<file path="src/rtl/lsm_pkg.sv">
// ----------------------------------------------------------------------------
// lsm_pkg: shared definitions for the Laplacian sharpness measure
// Field widths, register map, kernel weights and controller interface types.
// ----------------------------------------------------------------------------
package lsm_pkg;

  // default sizing
  localparam int DEF_MAX_WIDTH  = 4096;
  localparam int DEF_MAX_HEIGHT = 4096;
  localparam int DEF_FRAC_BITS  = 8;

  // field widths
  localparam int PIX_W  = 8;
  localparam int REG_W  = 13;
  localparam int SUM_W  = 37;
  localparam int MEAN_W = 21;
  localparam int LAP_W  = 13;  // |response| <= 5100
  localparam int SAC_W  = 14;  // weighted tap sums <= 5100

  // kernel weights
  localparam int KERNEL_EDGE   = 4;
  localparam int KERNEL_CENTER = 20;

  // APB register map
  localparam int APB_ADDR_W = 3;
  localparam int APB_DATA_W = 32;
  localparam logic REG_IMAGE_WIDTH  = 1'b0;
  localparam logic REG_IMAGE_HEIGHT = 1'b1;
  localparam logic [REG_W-1:0] RESET_WIDTH  = 13'd640;
  localparam logic [REG_W-1:0] RESET_HEIGHT = 13'd480;

  // controller states
  typedef enum logic [2:0] {
    S_IDLE,
    S_PROC,
    S_ADD,
    S_LOAD,
    S_DIV,
    S_DONE
  } state_t;

  // configuration seen by the datapath
  typedef struct packed {
    logic [REG_W-1:0] width;
    logic [REG_W-1:0] height;
    logic             restart;
  } cfg_t;

  // controller to datapath
  typedef struct packed {
    logic accept;
    logic proc;
    logic load;
    logic step;
    logic emit;
  } cmd_t;

  // datapath to controller
  typedef struct packed {
    logic frame_end;
    logic div_last;
    logic out_busy;
  } status_t;

endpackage

</file>
<file path="src/rtl/lsm_ctrl.sv">
// ----------------------------------------------------------------------------
// lsm_ctrl: sequencing controller
// Steps each pixel through accept and filter, then runs the end-of-frame
// accumulate, divider load, divide iterations and result hand-off.
// ----------------------------------------------------------------------------
module lsm_ctrl (
  input  logic             clk,
  input  logic             rst,
  input  logic             pixel_valid,
  output logic             pixel_ready,
  input  lsm_pkg::status_t status,
  output lsm_pkg::cmd_t    cmd
);

  lsm_pkg::state_t state;
  lsm_pkg::state_t state_next;

  // state register
  always_ff @(posedge clk) begin
    if (rst) begin
      state <= lsm_pkg::S_IDLE;
    end else begin
      state <= state_next;
    end
  end

  // next state and commands
  always_comb begin
    state_next  = state;
    cmd         = '0;
    pixel_ready = 1'b0;
    case (state)
      lsm_pkg::S_IDLE: begin
        pixel_ready = 1'b1;
        if (pixel_valid) begin
          cmd.accept = 1'b1;
          state_next = lsm_pkg::S_PROC;
        end
      end
      lsm_pkg::S_PROC: begin
        cmd.proc = 1'b1;
        state_next = status.frame_end ? lsm_pkg::S_ADD : lsm_pkg::S_IDLE;
      end
      // bubble: last response lands in the running sum
      lsm_pkg::S_ADD: begin
        state_next = lsm_pkg::S_LOAD;
      end
      lsm_pkg::S_LOAD: begin
        cmd.load = 1'b1;
        state_next = lsm_pkg::S_DIV;
      end
      lsm_pkg::S_DIV: begin
        cmd.step = 1'b1;
        if (status.div_last) begin
          state_next = lsm_pkg::S_DONE;
        end
      end
      lsm_pkg::S_DONE: begin
        if (!status.out_busy) begin
          cmd.emit = 1'b1;
          state_next = lsm_pkg::S_IDLE;
        end
      end
      default: begin
        state_next = lsm_pkg::S_IDLE;
      end
    endcase
  end

endmodule

</file>
<file path="config.mk">
export PLATFORM = sky130hd
export DESIGN_NAME = lsm_ctrl
export DESIGN_NICKNAME = d
export VERILOG_FILES = /design/src/rtl/lsm_pkg.sv /design/src/rtl/lsm_ctrl.sv
export SDC_FILE = /design/constraint.sdc
export NUM_CORES = 1
export LEC_CHECK = 0
export BUFFER_PORTS_ARGS = -buffer_cell sky130_fd_sc_hd__clkbuf_2
export CORE_AREA = 2 2 39 41
export DETAILED_ROUTE_END_ITERATION = 10
export DIE_AREA = 0 0 41 43
export PLACE_DENSITY_LB_ADDON = 0.12
export SLEW_MARGIN = 40
export SYNTH_ARGS = -nofsm -noshare
export SYNTH_HDL_FRONTEND = slang
export SYNTH_SLANG_ARGS = --single-unit
export TNS_END_PERCENT = 100
</file>
<file path="constraint.sdc">
create_clock -name clk -period 1.1 [get_ports clk]
set_input_delay 0.33 -clock clk [delete_from_list [all_inputs] [get_ports clk]]
set_output_delay 0.33 -clock clk [all_outputs]
set_load 0.01 [all_outputs]
</file>
==> impl_metrics.toml, run 1 <==
[outcome]
outcome = "complete, but fails checks"
violations = "negative setup slack"

[routing]
dr.pass1.iters = 1
wirelength_um = 530
avgRoutedWirePerCell_um = 8.69
via_per_inst = 3.79
antenna_left = 0
vias = 231
drtIter0Drc = 0
drc = 0

[logic_synthesis]
async_flop_share_pct = 0
yosys_register_bits = 3
synth_common_cells = "4 x nor2_1, 3 x dfxtp_1, 3 x nand2b_1, 2 x nand2_1"
synth_compound_area_share_pct = 8.00
synth_edf_count = 0
syn_inst = 23
syn_area_um2 = 188
synth.avg_cell_area_um2 = 8.16
synth_area_leader_cell = "dfxtp_1"
yosys.area_share.simple_pct = 40.7
yosysTopAreaCellShare_pct = 32.0
synth_top_family_by_area = "simple AND/OR/NAND/NOR gates"
synth_ff_type = "dfxtp_1"
yosys_warnings = 0
synth_cell_type_count = 15
muxShareOfSynthArea_pct = 11.3
synth_xor_area_share_pct = 0
synthAdderAreaFrac_pct = 0
synth_fp_nets = 29
synthTopCellsByArea = "dfxtp_1 32%, nand2b_1 10%, nor2_1 8.0%"
synth.most_common_cell = "nor2_1"
yosysSeqAreaShare_pct = 32.0

[placed_design]
place_congestion = 0.638
port_buffers = 11
placed_cell_area_um2 = 310
dp_hpwl_um = 391

[timing]
setup_ws_ns = -0.285
hold_viol = 0
final.min_clock_period_ns = 1.38
grt_setup_unrepaired = "true"
fmax_mhz = 722
slew_headroom_pct = 88.1
period_share_pct = 126
setup_violations = 6
tightest_slew_ns = 0.178
skew_ns = 0.000648
drv_slew = 0

[floorplanning]
die_area_um2 = 1760
die_x_um = 41
dieHeight_um = 43
initial_utilization_pct = 13.6
io_pins = 12
core_um2 = 1380
rows = 14

[critical_path]
required_ns = 0.77
end_kind = "output port"
worst_setup_path_start_kind = "flip-flop"
worstSetupPathType = "reg -> out"
cp_max_fo = 6
cp.arrival_ns = 1.05

[cells_and_area]
utilization_pct = 28.1
area_growth_pct = 107
antenna_cells = 0
final_cell_area_um2 = 389
largestRegisters = "state (3)"
layout.nets = 52
regMostFlops = "state"
drive_above_1_share_pct = 68.9
largest_reg_flops = 3

[clock_network]
path_clk_slew_ns = 0.04
clockBufferDepth = 2
cts_buffers = 3
cts.sinks = 3
tritoncts = "yes"
htree_levels = 1
cts_hold_buf = 0
clk_latency_ns = 0.23
cts_root_buf = "clkbuf_4"

[global_route]
grt_use_total_pct = 7.23
antenna_found_initial = 0
grt_max_degree = 7
grt_pass1_wl_um = 841
grt_pass1_vias = 234
overflow = 0

[worst_hold_path]
hp-class = "in -> reg"

[power_and_ir_drop]
p_leak_nw = 0.190
peakVddDrop_v = 0.000460
power_density_nw_per_um2 = 1100

[job]
drv_cap = 0
## worst max-delay path, stage by stage (launching register included)
cell and delay [ns]:
dfxtp_4 0.37, nand2_1 0.05, or2_1 0.22, inv_1 0.06
clkbuf_2 0.12
## layout by cell type, fill, tap and decap left out
master    synthesis  routed
a21oi_1           1       1
and2_4            0       1
buf_2             0       2
buf_4             0       6
buf_6             1       3
clkbuf_1          0       1
clkbuf_2          0       8
clkbuf_4          0       3
dfxtp_2           0       1
dfxtp_4           0       2
inv_1             1       1
mux2_2            1       1
mux2i_1           1       1
nand2_1           2       2
nand2b_1          3       1
nand2b_4          0       2
nor2_1            4       4
nor3_2            1       1
nor3_4            0       1
nor3b_1           1       1
o32a_1            1       1
or2_1             1       1
## layout make-up
cell class                 count  area, um^2
tap                           16        20.0
multi-input combinational     18         141
timing repair buffer          19         129
clock buffer                   4        26.3
inverter                       1        3.75
fill                         155         995
sequential                     3        68.8
## power by group
part	total, W	internal [W]	leakage, nW	switching (W)
Sequential	0.000124	0.000114	0.0264	0.00000942
Combinational	0.000111	0.0000715	0.148	0.0000393
Clock	0.000192	0.000136	0.0150	0.0000559
## path summary, 6_finish.rpt
check	end	start	cells after the start	slack (ns)
hold reg to reg	state[2]	state[0]	3	0.62
setup / recovery	cmd[2]	state[1]	4	-0.28
setup reg to reg	state[1]	state[0]	4	0.07
hold / removal	state[1]	rst	2	0.30
## metal layers
metal | part of all wire (%) | vias to the layer above | track usage (%) | routed length [um]
met5 | 0 | - | 0 | 0
met4 | 2.6 | 0 | 8.00 | 14
met3 | 8.5 | 2 | 1.57 | 45
met2 | 45 | 12 | 9.38 | 237
met1 | 44 | 97 | 8.68 | 233
li1 | - | 120 | - | -
## metrics by stage
step | hold slack, ns | total power, W | setup WS [ns] | setup TNS [ns] | instances
after floorplan | 0.399 | 0.000176 | -0.00641 | -0.00641 | 23
after global placement | 0.539 | 0.000216 | -0.129 | -0.397 | 55
after detailed placement | 0.544 | 0.000216 | -0.121 | -0.363 | 55
after CTS | 0.286 | 0.000427 | -0.298 | -1.49 | 60
after global routing | 0.306 | 0.000455 | -0.344 | -1.68 | 61
final | 0.296 | 0.000426 | -0.285 | -1.36 | 61
## timing repair
| item | CTS | global route |
|---|---|---|
| endpoints found under the setup margin | 6 | 6 |
| resized for setup | 6 | 7 |
| setup buffers | 1 | 1 |
| pin swaps | 0 | 2 |
| gates cloned | 0 | 0 |
## kinds of logic after synthesis
kind of cell           Yosys count
AOI/OAI and AO/OA                2
buffers and inverters            2
DFF                              3
muxes                            2
and+or+nand+nor                 14
No activity file was read; power rests on OpenSTA's default activity.
==> inputs of run 2 (changes only) <==
==> constraint.sdc (replaced) <==
create_clock -name clk -period 1.1 [get_ports clk]
set_input_delay 0.33 -clock clk [delete_from_list [all_inputs] [get_ports clk]]
set_output_delay 0.33 -clock clk [all_outputs]
set_load 0.05 [all_outputs]
==> impl_metrics.toml, run 2 (synthesis results as in run 1) <==
[cells_and_area]
layout.nets = 51
nFillCells = 147
antenna_cells = 0
largestRegisters = "state (3)"
regArea_um2 = 68.8
multiInputGateArea_um2 = 151
largest_reg_flops = 3
regMostFlops = "state"
final_common_cell = "buf_4"
layout_common_cells = "7 x buf_4, 5 x clkbuf_2, 3 x clkbuf_4"
drive_above_1_share_pct = 77.3
final_cell_area_um2 = 450
area_growth_pct = 140

[routing]
drtIter0Drc = 2
drc = 0
avgRoutedWirePerCell_um = 8.97
dr.pass1.iters = 2
wirelength_um = 538
antenna_left = 0
vias = 240
via_per_inst = 4.00

[global_route]
grt_use_total_pct = 8.33
overflow = 0
grt.met3_usage_pct = 4.71
antenna_found_initial = 0
grt_max_degree = 7
use_met2_pct = 10.3
gr-max-usage-layer = "met2"
grt_pass1_vias = 216
grt_pass1_wl_um = 924
grtUsageMet1_pct = 9.32

[timing]
final.min_clock_period_ns = 1.45
period_share_pct = 132
tightest_slew_ns = 0.176
hold_viol = 0
fmax_mhz = 690
setup_violations = 6
slew_headroom_pct = 88.3
holdWs_ns = 0.290
setup_ws_ns = -0.348
skew_ns = 0.00193
drv_slew = 0
grt_setup_unrepaired = "true"

[floorplanning]
dieHeight_um = 43
die_x_um = 41
initial_utilization_pct = 13.6
io_pins = 12
die_area_um2 = 1760
core_um2 = 1380
rows = 14

[critical_path]
max_stage_delay_ns = 0.36
critPathBufInv = 1
crit_chain = "nor3_4 > and2_4 > clkbuf_16"
reg2reg_from = "state[1]"
cp_max_fo = 6
reg2reg_depth = 4
worstSetupPathType = "reg -> out"
end_kind = "output port"
cp.arrival_ns = 1.12
worst_path_max_delay_cell = "dfxtp_4"
rr_endpoint = "state[2]"
required_ns = 0.77
crit_family = "simple AND/OR/NAND/NOR gates"
startpoint = "state[0]"
reg2reg_slack_ns = 0.01
worst_setup_path_start_kind = "flip-flop"

[power_and_ir_drop]
peakVddDrop_v = 0.000480
p_sw_w = 0.000150
pwr-share-seq_pct = 26.1
power_w = 0.000484
p_clk_share_pct = 40.3
p_leak_nw = 0.189
comb_power_share_pct = 33.6
netSwitchingFraction_pct = 31.0
p_int_w = 0.000333
power_density_nw_per_um2 = 1070

[clock_network]
cts.sinks = 3
clk_latency_ns = 0.24
tritoncts = "yes"
cts_root_buf = "clkbuf_4"
path_clk_slew_ns = 0.04
cts_hold_buf = 0
htree_levels = 1
cts_buffers = 3
clockBufferDepth = 2

[worst_hold_path]
hold_depth = 2
holdPathEnd = "state[1]"
hp-class = "in -> reg"
hp-start = "rst"

[outcome]
outcome = "complete, but fails checks"
violations = "negative setup slack"

[placed_design]
place_congestion = 0.645
dp_hpwl_um = 426
placed_cell_area_um2 = 357
port_buffers = 11

[job]
drv_cap = 0
==> run 2: worst max-delay path by stage <==
stage	end	cells after the start
6_report	cmd[4]	3
5_1_grt	cmd[2]	4
4_1_cts	cmd[2]	4
3_5_place_dp	cmd[0]	4
3_3_place_gp	cmd[0]	4
2_1_floorplan	cmd[4]	3
==> run 2: area by class of cell <==
| class | instances | area share [%] |
|---|---|---|
| inverter | 1 | 1.67 |
| multi-input combinational | 18 | 33.6 |
| timing repair buffer | 18 | 39.2 |
| sequential | 3 | 15.3 |
| tap | 16 | 4.44 |
| clock buffer | 4 | 5.83 |
==> run 2: metrics by stage <==
stage	setup WS, ns	setup TNS [ns]	std cells	utilization (%)
2_1_floorplan	-0.420	-1.25	23	-
3_3_place_gp	-0.221	-0.956	56	25.8
3_5_place_dp	-0.225	-1.05	56	25.8
4_1_cts	-0.355	-1.91	60	31.8
5_1_grt	-0.381	-2.07	60	32.5
6_report	-0.348	-1.77	60	32.5
==> run 2: per-layer routing <==
metal,vias to the layer above,part of all wire [%]
li1,118,-
met1,106,42
met2,11,44
met3,5,9.3
met4,0,4.3
met5,-,0
==> run 2: repair_timing <==
action,CTS,global route
gates resized for setup,14,4
pin swaps,0,2
setup buffers,0,0
setup endpoints to repair,8,7
==> run 2: power by group through the flow <==
| stage | clock [W] | combinational [W] | sequential (W) |
|---|---|---|---|
| finish | 0.000195 | 0.000163 | 0.000126 |
| CTS | 0.000205 | 0.000157 | 0.000126 |
| floorplan | 0 | 0.0000980 | 0.000124 |
| global route | 0.000211 | 0.000172 | 0.000128 |
| detailed placement | 0 | 0.000133 | 0.000129 |
| global placement | 0 | 0.000132 | 0.000129 |
