$ cat config.mk
export PLATFORM = sky130hd
export DESIGN_NAME = lsm_regs
export DESIGN_NICKNAME = d
export VERILOG_FILES = /design/src/rtl/lsm_pkg.sv /design/src/rtl/lsm_regs.sv
export SDC_FILE = /design/constraint.sdc
export NUM_CORES = 1
export LEC_CHECK = 0
export BUFFER_PORTS_ARGS = -buffer_cell sky130_fd_sc_hd__buf_2
export CAP_MARGIN = 20
export CELL_PAD_IN_SITES_DETAIL_PLACEMENT = 2
export CELL_PAD_IN_SITES_GLOBAL_PLACEMENT = 2
export CORE_ASPECT_RATIO = 1.5
export CORE_MARGIN = 5
export CORE_UTILIZATION = 24
export DETAILED_ROUTE_END_ITERATION = 12
export PLACE_DENSITY_LB_ADDON = 0.1
export SLEW_MARGIN = 20
export SYNTH_ARGS = -nofsm -noshare
export SYNTH_HDL_FRONTEND = slang
export SYNTH_SLANG_ARGS = --single-unit
$ cat constraint.sdc
create_clock -name clk -period 2.8 [get_ports clk]
set_clock_uncertainty 0.2 [all_clocks]
set_input_delay 0.42 -clock clk [delete_from_list [all_inputs] [get_ports clk]]
set_output_delay 0.42 -clock clk [all_outputs]
set_load 0.02 [all_outputs]
$ cat src/rtl/lsm_pkg.sv
// ----------------------------------------------------------------------------
// lsm_pkg: shared definitions for the Laplacian sharpness measure
// Field widths, register map, kernel weights and controller interface types.
// ----------------------------------------------------------------------------
package lsm_pkg;

  // default sizing
  localparam int DEF_MAX_WIDTH  = 4096;
  localparam int DEF_MAX_HEIGHT = 4096;
  localparam int DEF_FRAC_BITS  = 8;

  // field widths
  localparam int PIX_W  = 8;
  localparam int REG_W  = 13;
  localparam int SUM_W  = 37;
  localparam int MEAN_W = 21;
  localparam int LAP_W  = 13;  // |response| <= 5100
  localparam int SAC_W  = 14;  // weighted tap sums <= 5100

  // kernel weights
  localparam int KERNEL_EDGE   = 4;
  localparam int KERNEL_CENTER = 20;

  // APB register map
  localparam int APB_ADDR_W = 3;
  localparam int APB_DATA_W = 32;
  localparam logic REG_IMAGE_WIDTH  = 1'b0;
  localparam logic REG_IMAGE_HEIGHT = 1'b1;
  localparam logic [REG_W-1:0] RESET_WIDTH  = 13'd640;
  localparam logic [REG_W-1:0] RESET_HEIGHT = 13'd480;

  // controller states
  typedef enum logic [2:0] {
    S_IDLE,
    S_PROC,
    S_ADD,
    S_LOAD,
    S_DIV,
    S_DONE
  } state_t;

  // configuration seen by the datapath
  typedef struct packed {
    logic [REG_W-1:0] width;
    logic [REG_W-1:0] height;
    logic             restart;
  } cfg_t;

  // controller to datapath
  typedef struct packed {
    logic accept;
    logic proc;
    logic load;
    logic step;
    logic emit;
  } cmd_t;

  // datapath to controller
  typedef struct packed {
    logic frame_end;
    logic div_last;
    logic out_busy;
  } status_t;

endpackage

$ cat src/rtl/lsm_regs.sv
// ----------------------------------------------------------------------------
// lsm_regs: APB configuration registers
// Holds frame width and height; any write restarts the frame.
// ----------------------------------------------------------------------------
module lsm_regs (
  input  logic                             clk,
  input  logic                             rst,
  input  logic                             psel,
  input  logic                             penable,
  input  logic                             pwrite,
  input  logic [lsm_pkg::APB_ADDR_W-1:0]   paddr,
  input  logic [lsm_pkg::APB_DATA_W-1:0]   pwdata,
  output logic [lsm_pkg::APB_DATA_W-1:0]   prdata,
  output logic                             pready,
  output lsm_pkg::cfg_t                    cfg
);

  logic [lsm_pkg::REG_W-1:0] image_width;
  logic [lsm_pkg::REG_W-1:0] image_height;
  logic                      wr_en;
  logic                      reg_index;

  assign pready    = 1'b1;
  assign reg_index = paddr[2];
  assign wr_en     = psel && penable && pwrite;

  // register write
  always_ff @(posedge clk) begin
    if (rst) begin
      image_width  <= lsm_pkg::RESET_WIDTH;
      image_height <= lsm_pkg::RESET_HEIGHT;
    end else if (wr_en) begin
      if (reg_index == lsm_pkg::REG_IMAGE_WIDTH) begin
        image_width <= pwdata[lsm_pkg::REG_W-1:0];
      end else begin
        image_height <= pwdata[lsm_pkg::REG_W-1:0];
      end
    end
  end

  // read mux
  always_comb begin
    if (reg_index == lsm_pkg::REG_IMAGE_HEIGHT) begin
      prdata = lsm_pkg::APB_DATA_W'(image_height);
    end else begin
      prdata = lsm_pkg::APB_DATA_W'(image_width);
    end
  end

  assign cfg.width   = image_width;
  assign cfg.height  = image_height;
  assign cfg.restart = wr_en;

endmodule

==> impl_metrics.ini, run 1 <==
[outcome]
outcome = finished clean

[critical_path]
reg2reg_from = image_height[12]
critPathKind = in -> out
r2r_setup_slack_ns = 1.93
crit_chain = buf_2, mux2_2, buf_2
path_buf_inv = 2
cp-start-kind = input port
slowest_delay_ns = 0.39
critical_path.top_delay_family = buffers and inverters
arrival_ns = 1.31
required_ns = 2.18
cp_max_fo = 17
endpoint_kind = output port
cpMostUsedCell = buf_2
timing.critical_path.from = paddr[2]
cpMaxStageDelayCell = mux2_2

[synthesis]
synth.distinct_cells = 14
synth_area_um2 = 1430
postSynthCellCount = 144
seq_area_frac_synth_pct = 36.3
ys_ff_latch = 26
ys.warnings.count = 0
avgSynthCellArea_um2 = 9.95

[min_path]
min-delay-start = pwdata[7]
hold_class = in -> reg

[detailed_routing]
num_vias = 1116
drt-initial-drc-count = 8
firstDrtPassIters = 2
drt-total-wl_um = 4050
postRouteAntennaNets = 0
via_per_inst = 4.20
drcViolationCount = 0
wl_per_cell_um = 15.2

[global_routing]
grt_antenna_before_repair = 0
grt_max_degree = 44
grt_pass1_wl_um = 6440
grt_overflow = 0
grt_use_total_pct = 10.6
grt_pass1_vias = 1321

[cells_and_area]
nNetsFinal = 236
drive_gt1_share_pct = 38.7
final_common_cell = buf_2
area_growth_pct = 19.5
diodes = 0
most-common-layout-cells = buf_2 (58), nand2b_1 (32), mux2i_1 (26), dfxtp_1 (26), conb_1 (20)
stdcell_count = 266
num-fill-cells = 683

[die]
core_area_um2 = 5830
pin_count = 100
die-height_um = 105
dieArea_um2 = 7650
rows = 34
die_w_um = 73.1
initial_core_util_pct = 24.6

[timing]
drv_slew = 0
rsz0062_at_grt = no
setup_viol = 0
finalCritPeriodShare_pct = 69.1
final-hold-violation-count = 0
timing.final.ws_setup_ns = 0.865
period_minus_slack_ns = 1.93
hold_ws_ns = 0.221
fmaxAchievable_mhz = 517
slew_headroom_pct = 53.7
fin_tns_setup_ns = 0
tightest_slew_ns = 0.693

[clocking]
cts_root_buf = clkbuf_8
clockBufferDepth = 2
htreeDepth = 1
tritoncts = built
cts-resized-gates = 0
cts_made_buffers = 3
clk_latency_ns = 0.27
cts.sinks = 26
cts_hold_buf = 0
clk_pin_slew_ns = 0.09
post_cts_buffers = 0

[power]
powerDensity_nw_per_um2 = 424
vdd_drop_max_mv = 0.144
p_leak_nw = 0.836

[place]
hpwl_um = 3200
placedCellCount = 263
numPortBuffers = 58
post-place-ws_ns = 0.768
place.gp.congestion = 0.688

[flow_run]
drv_cap = 0
layout make-up:
cell class                 count  area (um^2)  share of cell area [%]
clock buffer                   3         41.3                    2.41
timing repair buffer          58          290                    17.0
sequential                    26          520                    30.4
tap                           72         90.1                    5.26
multi-input combinational    107          769                    45.0
power by group:
| group | internal [mW] | switching, mW |
|---|---|---|
| Sequential | 0.378 | 0.00611 |
| Combinational | 0.0458 | 0.0848 |
| Clock | 0.0964 | 0.115 |
flip-flops by register name (all words and copies together), names as in the netlist:
register / count
image_width: 13
image_height: 13
Yosys cell counts:
cell type,number,share of area [%]
nand2b_1,32,14
dfxtp_1,26,36
mux2i_1,26,18
buf_4,23,12
mux2_2,13,10
nor2_1,11,2.9
clkbuf_1,4,1.0
buf_6,2,1.6
conb_1,2,0.52
and3_1,1,0.44
and4_1,1,0.61
and4b_1,1,0.70
nand4_2,1,0.87
nand4b_1,1,0.61
routing by layer:
layer | GRT usage [%] | vias up | part of all wire, %
met2 | 20.5 | 42 | 58
met1 | 11.2 | 539 | 37
met3 | 1.83 | 2 | 4.8
met4 | 3.17 | 0 | 0.57
met5 | 0 | - | 0
li1 | - | 533 | -
path summary, 6_finish.rpt:
kind / end / cells after the start
worst min-delay path: image_width[7] / 3
worst min register to register: image_width[2] / 2
worst max register to register: image_height[12] / 2
worst max-delay path: prdata[4] / 3
kinds of logic after synthesis:
group                  Yosys count  share of synthesized area (%)
DFF                             26                           36.3
buffers and inverters           29                           14.7
other                            2                          0.524
muxes                           39                           28.4
and+or+nand+nor                 48                           20.1
through the flow:
step	power [mW]	utilization, %	instance area [um^2]
after CTS	0.746	29.4	1710
after global routing	0.769	29.4	1710
after detailed placement	0.525	28.7	1670
after floorplan	0.507	-	1500
final	0.725	29.4	1710
after global placement	0.520	28.7	1670
worst min-delay path, delay by kind of cell:
family | cells | cell delay [ns]
buf+inv | 1 | 0.08
mux | 1 | 0.11
simple gates | 1 | 0.04
Power figures use the tool's default switching activity.
==> run 2, diff against run 1 <==
Settings changed: ABC_AREA from default to 1, CORE_UTILIZATION 24 to 17.
Clock period 2.8 ns to 1.6 ns, I/O delays scaled along.
==> run 2 against run 1 <==
Effect of this change: clock-buffer cell count unchanged; worst setup slack worse by 0.66 ns; largest cell class unchanged; synthesized cell count rose by 52%; routed wire length grew 22%; non-clock buffer count grew 6; power increased by 110%; final cell count is 42% higher; critical path depth grew 2; register-to-register slack worse by 1.2 ns.
==> impl_metrics.ini, run 2 <==
[outcome]
outcome = finished clean

[clocking]
cts-resized-gates = 0
cts.sinks = 26
cts_hold_buf = 0
cts_root_buf = clkbuf_16
cts_made_buffers = 3
post_cts_buffers = 0
tritoncts = built
clk_latency_ns = 0.26
clockBufferDepth = 2
htreeDepth = 1
clk_pin_slew_ns = 0.07

[detailed_routing]
via_per_inst = 3.86
wl_per_cell_um = 13.1
drt-initial-drc-count = 37
drcViolationCount = 0
drt-total-wl_um = 4950
firstDrtPassIters = 3
postRouteAntennaNets = 0
num_vias = 1462

[critical_path]
reg2reg_from = image_width[6]
cp-start-kind = input port
required_ns = 1.16
r2r_setup_slack_ns = 0.78
crit_chain = buf_2, inv_4, nand2_1, nand2_1, buf_2
cp_max_fo = 26
critPathKind = in -> out
endpoint_kind = output port
slowest_delay_ns = 0.26
cpMaxStageDelayCell = inv_4
arrival_ns = 0.95
r2r_cells = 2
worstReg2RegEnd = image_width[6]

[timing]
final-hold-violation-count = 0
fin_tns_setup_ns = 0
period_minus_slack_ns = 1.39
fmaxAchievable_mhz = 718
rsz0062_at_grt = no
setup_viol = 0
finalCritPeriodShare_pct = 87.1
drv_slew = 0

[global_routing]
grt_pass1_wl_um = 8040
grt_max_degree = 27
grt_antenna_before_repair = 0
grt_overflow = 0
grt_pass1_vias = 1642
grt_use_total_pct = 9.82

[min_path]
holdPathStages = 3
hold_end = image_width[7]
hold_class = in -> reg
min-delay-start = pwdata[7]

[die]
rows = 41
initial_core_util_pct = 17.1
pin_count = 100
core_area_um2 = 8310
die-height_um = 122
dieArea_um2 = 10300
die_w_um = 84.7

[place]
hpwl_um = 3600
numPortBuffers = 58
place.gp.congestion = 0.658
placedCellCount = 376

[synthesis]
ys_ff_latch = 26
synth_common_cells = nand2_1 (74), nor2_1 (40), dfxtp_1 (26), nand3_1 (26), buf_4 (25)
synth_edf_count = 0
yosysTopAreaCell = dfxtp_1
ys.warnings.count = 0
postSynthCellCount = 219
synth.distinct_cells = 15
yosys_most_used_dff = dfxtp_1
async_flop_share_pct = 0
yosysMostFrequentCell = nand2_1
avgSynthCellArea_um2 = 6.49
synthTopCellsByArea = dfxtp_1 (37%), nand2_1 (20%), buf_4 (13%), nor2_1 (11%), nand3_1 (9.2%)
synth_area_um2 = 1420
synthDominantCellAreaShare_pct = 36.6
seq_area_frac_synth_pct = 36.6

[cells_and_area]
most-common-layout-cells = nand2_1 (74), buf_2 (58), nor2_1 (40), nand3_1 (26), dfxtp_1 (26)
regArea_um2 = 520
drive_gt1_share_pct = 26.5
diodes = 0
largestRegisters = image_height: 13 flops, image_width: 13 flops
area_growth_pct = 27.6
num-fill-cells = 1051
stdcell_count = 379
multiInputGateArea_um2 = 677
nNetsFinal = 314
final_common_cell = nand2_1

[power]
powerDensity_nw_per_um2 = 860
vdd_drop_max_mv = 0.371
p_leak_nw = 0.990

[flow_run]
drv_cap = 0
run 2: changes by cell type after synthesis, moves of 2 or more:
| cell | change |
|---|---|
| inv_1 | +13 |
| nor2_1 | +29 |
| mux2_2 | -13 |
| buf_4 | +2 |
| nand2b_1 | -32 |
| nor2_4 | +3 |
| nand2_1 | +74 |
| mux2i_1 | -26 |
| nand3_1 | +26 |
| buf_2 | +3 |
| clkbuf_1 | -3 |
run 2: stage by stage:
stage	instance area [um^2]	setup WS, ns	util (%)	total power, mW	hold slack [ns]
detailed placement	1740	0.167	20.9	1.01	0.276
global route	1810	0.0934	21.8	1.64	0.0207
floorplan	1490	0.329	-	0.944	0.166
CTS	1810	0.164	21.8	1.61	0.00233
finish	1810	0.206	21.8	1.56	0.00713
global placement	1740	0.155	20.9	1.01	0.271
run 2: worst max-delay path by stage:
stage / start / to / slack, ns
global route: paddr[2] / prdata[11] / 0.09
CTS: paddr[2] / prdata[6] / 0.16
finish: paddr[2] / prdata[8] / 0.21
detailed placement: paddr[2] / prdata[6] / 0.17
floorplan: paddr[2] / prdata[11] / 0.33
global placement: paddr[2] / prdata[8] / 0.16
run 2: cells by family after synthesis:
| logic type | Yosys count | synth area share [%] |
|---|---|---|
| buffers and inverters | 47 | 20.5 |
| flip-flops | 26 | 36.6 |
| AND/OR/NAND/NOR | 144 | 42.3 |
| other | 2 | 0.528 |
run 2: power by group:
part,total [mW],switching (mW),internal (mW)
sequential,0.687,0.0173,0.670
clock,0.570,0.238,0.332
combinational,0.302,0.214,0.0880
run 2: critical path, delay by kind of cell:
| family | cells | cell delay, ns |
|---|---|---|
| buffers and inverters | 3 | 0.54 |
| and+or+nand+nor | 2 | 0.17 |
run 2: final cells by class:
class                      count  share of cell area [%]
timing repair buffer          64                    19.2
inverter                      15                    3.24
clock buffer                   3                    4.14
multi-input combinational    164                    37.3
sequential                    26                    28.7
tap                          107                    7.38
run 2: routing by layer:
| metal | vias up | GRT usage [%] | share of wire, % |
|---|---|---|---|
| li1 | 727 | - | - |
| met1 | 689 | 11.1 | 42 |
| met2 | 44 | 18.5 | 53 |
| met3 | 2 | 1.35 | 4.2 |
| met4 | 0 | 3.56 | 1.0 |
| met5 | - | 0 | 0 |
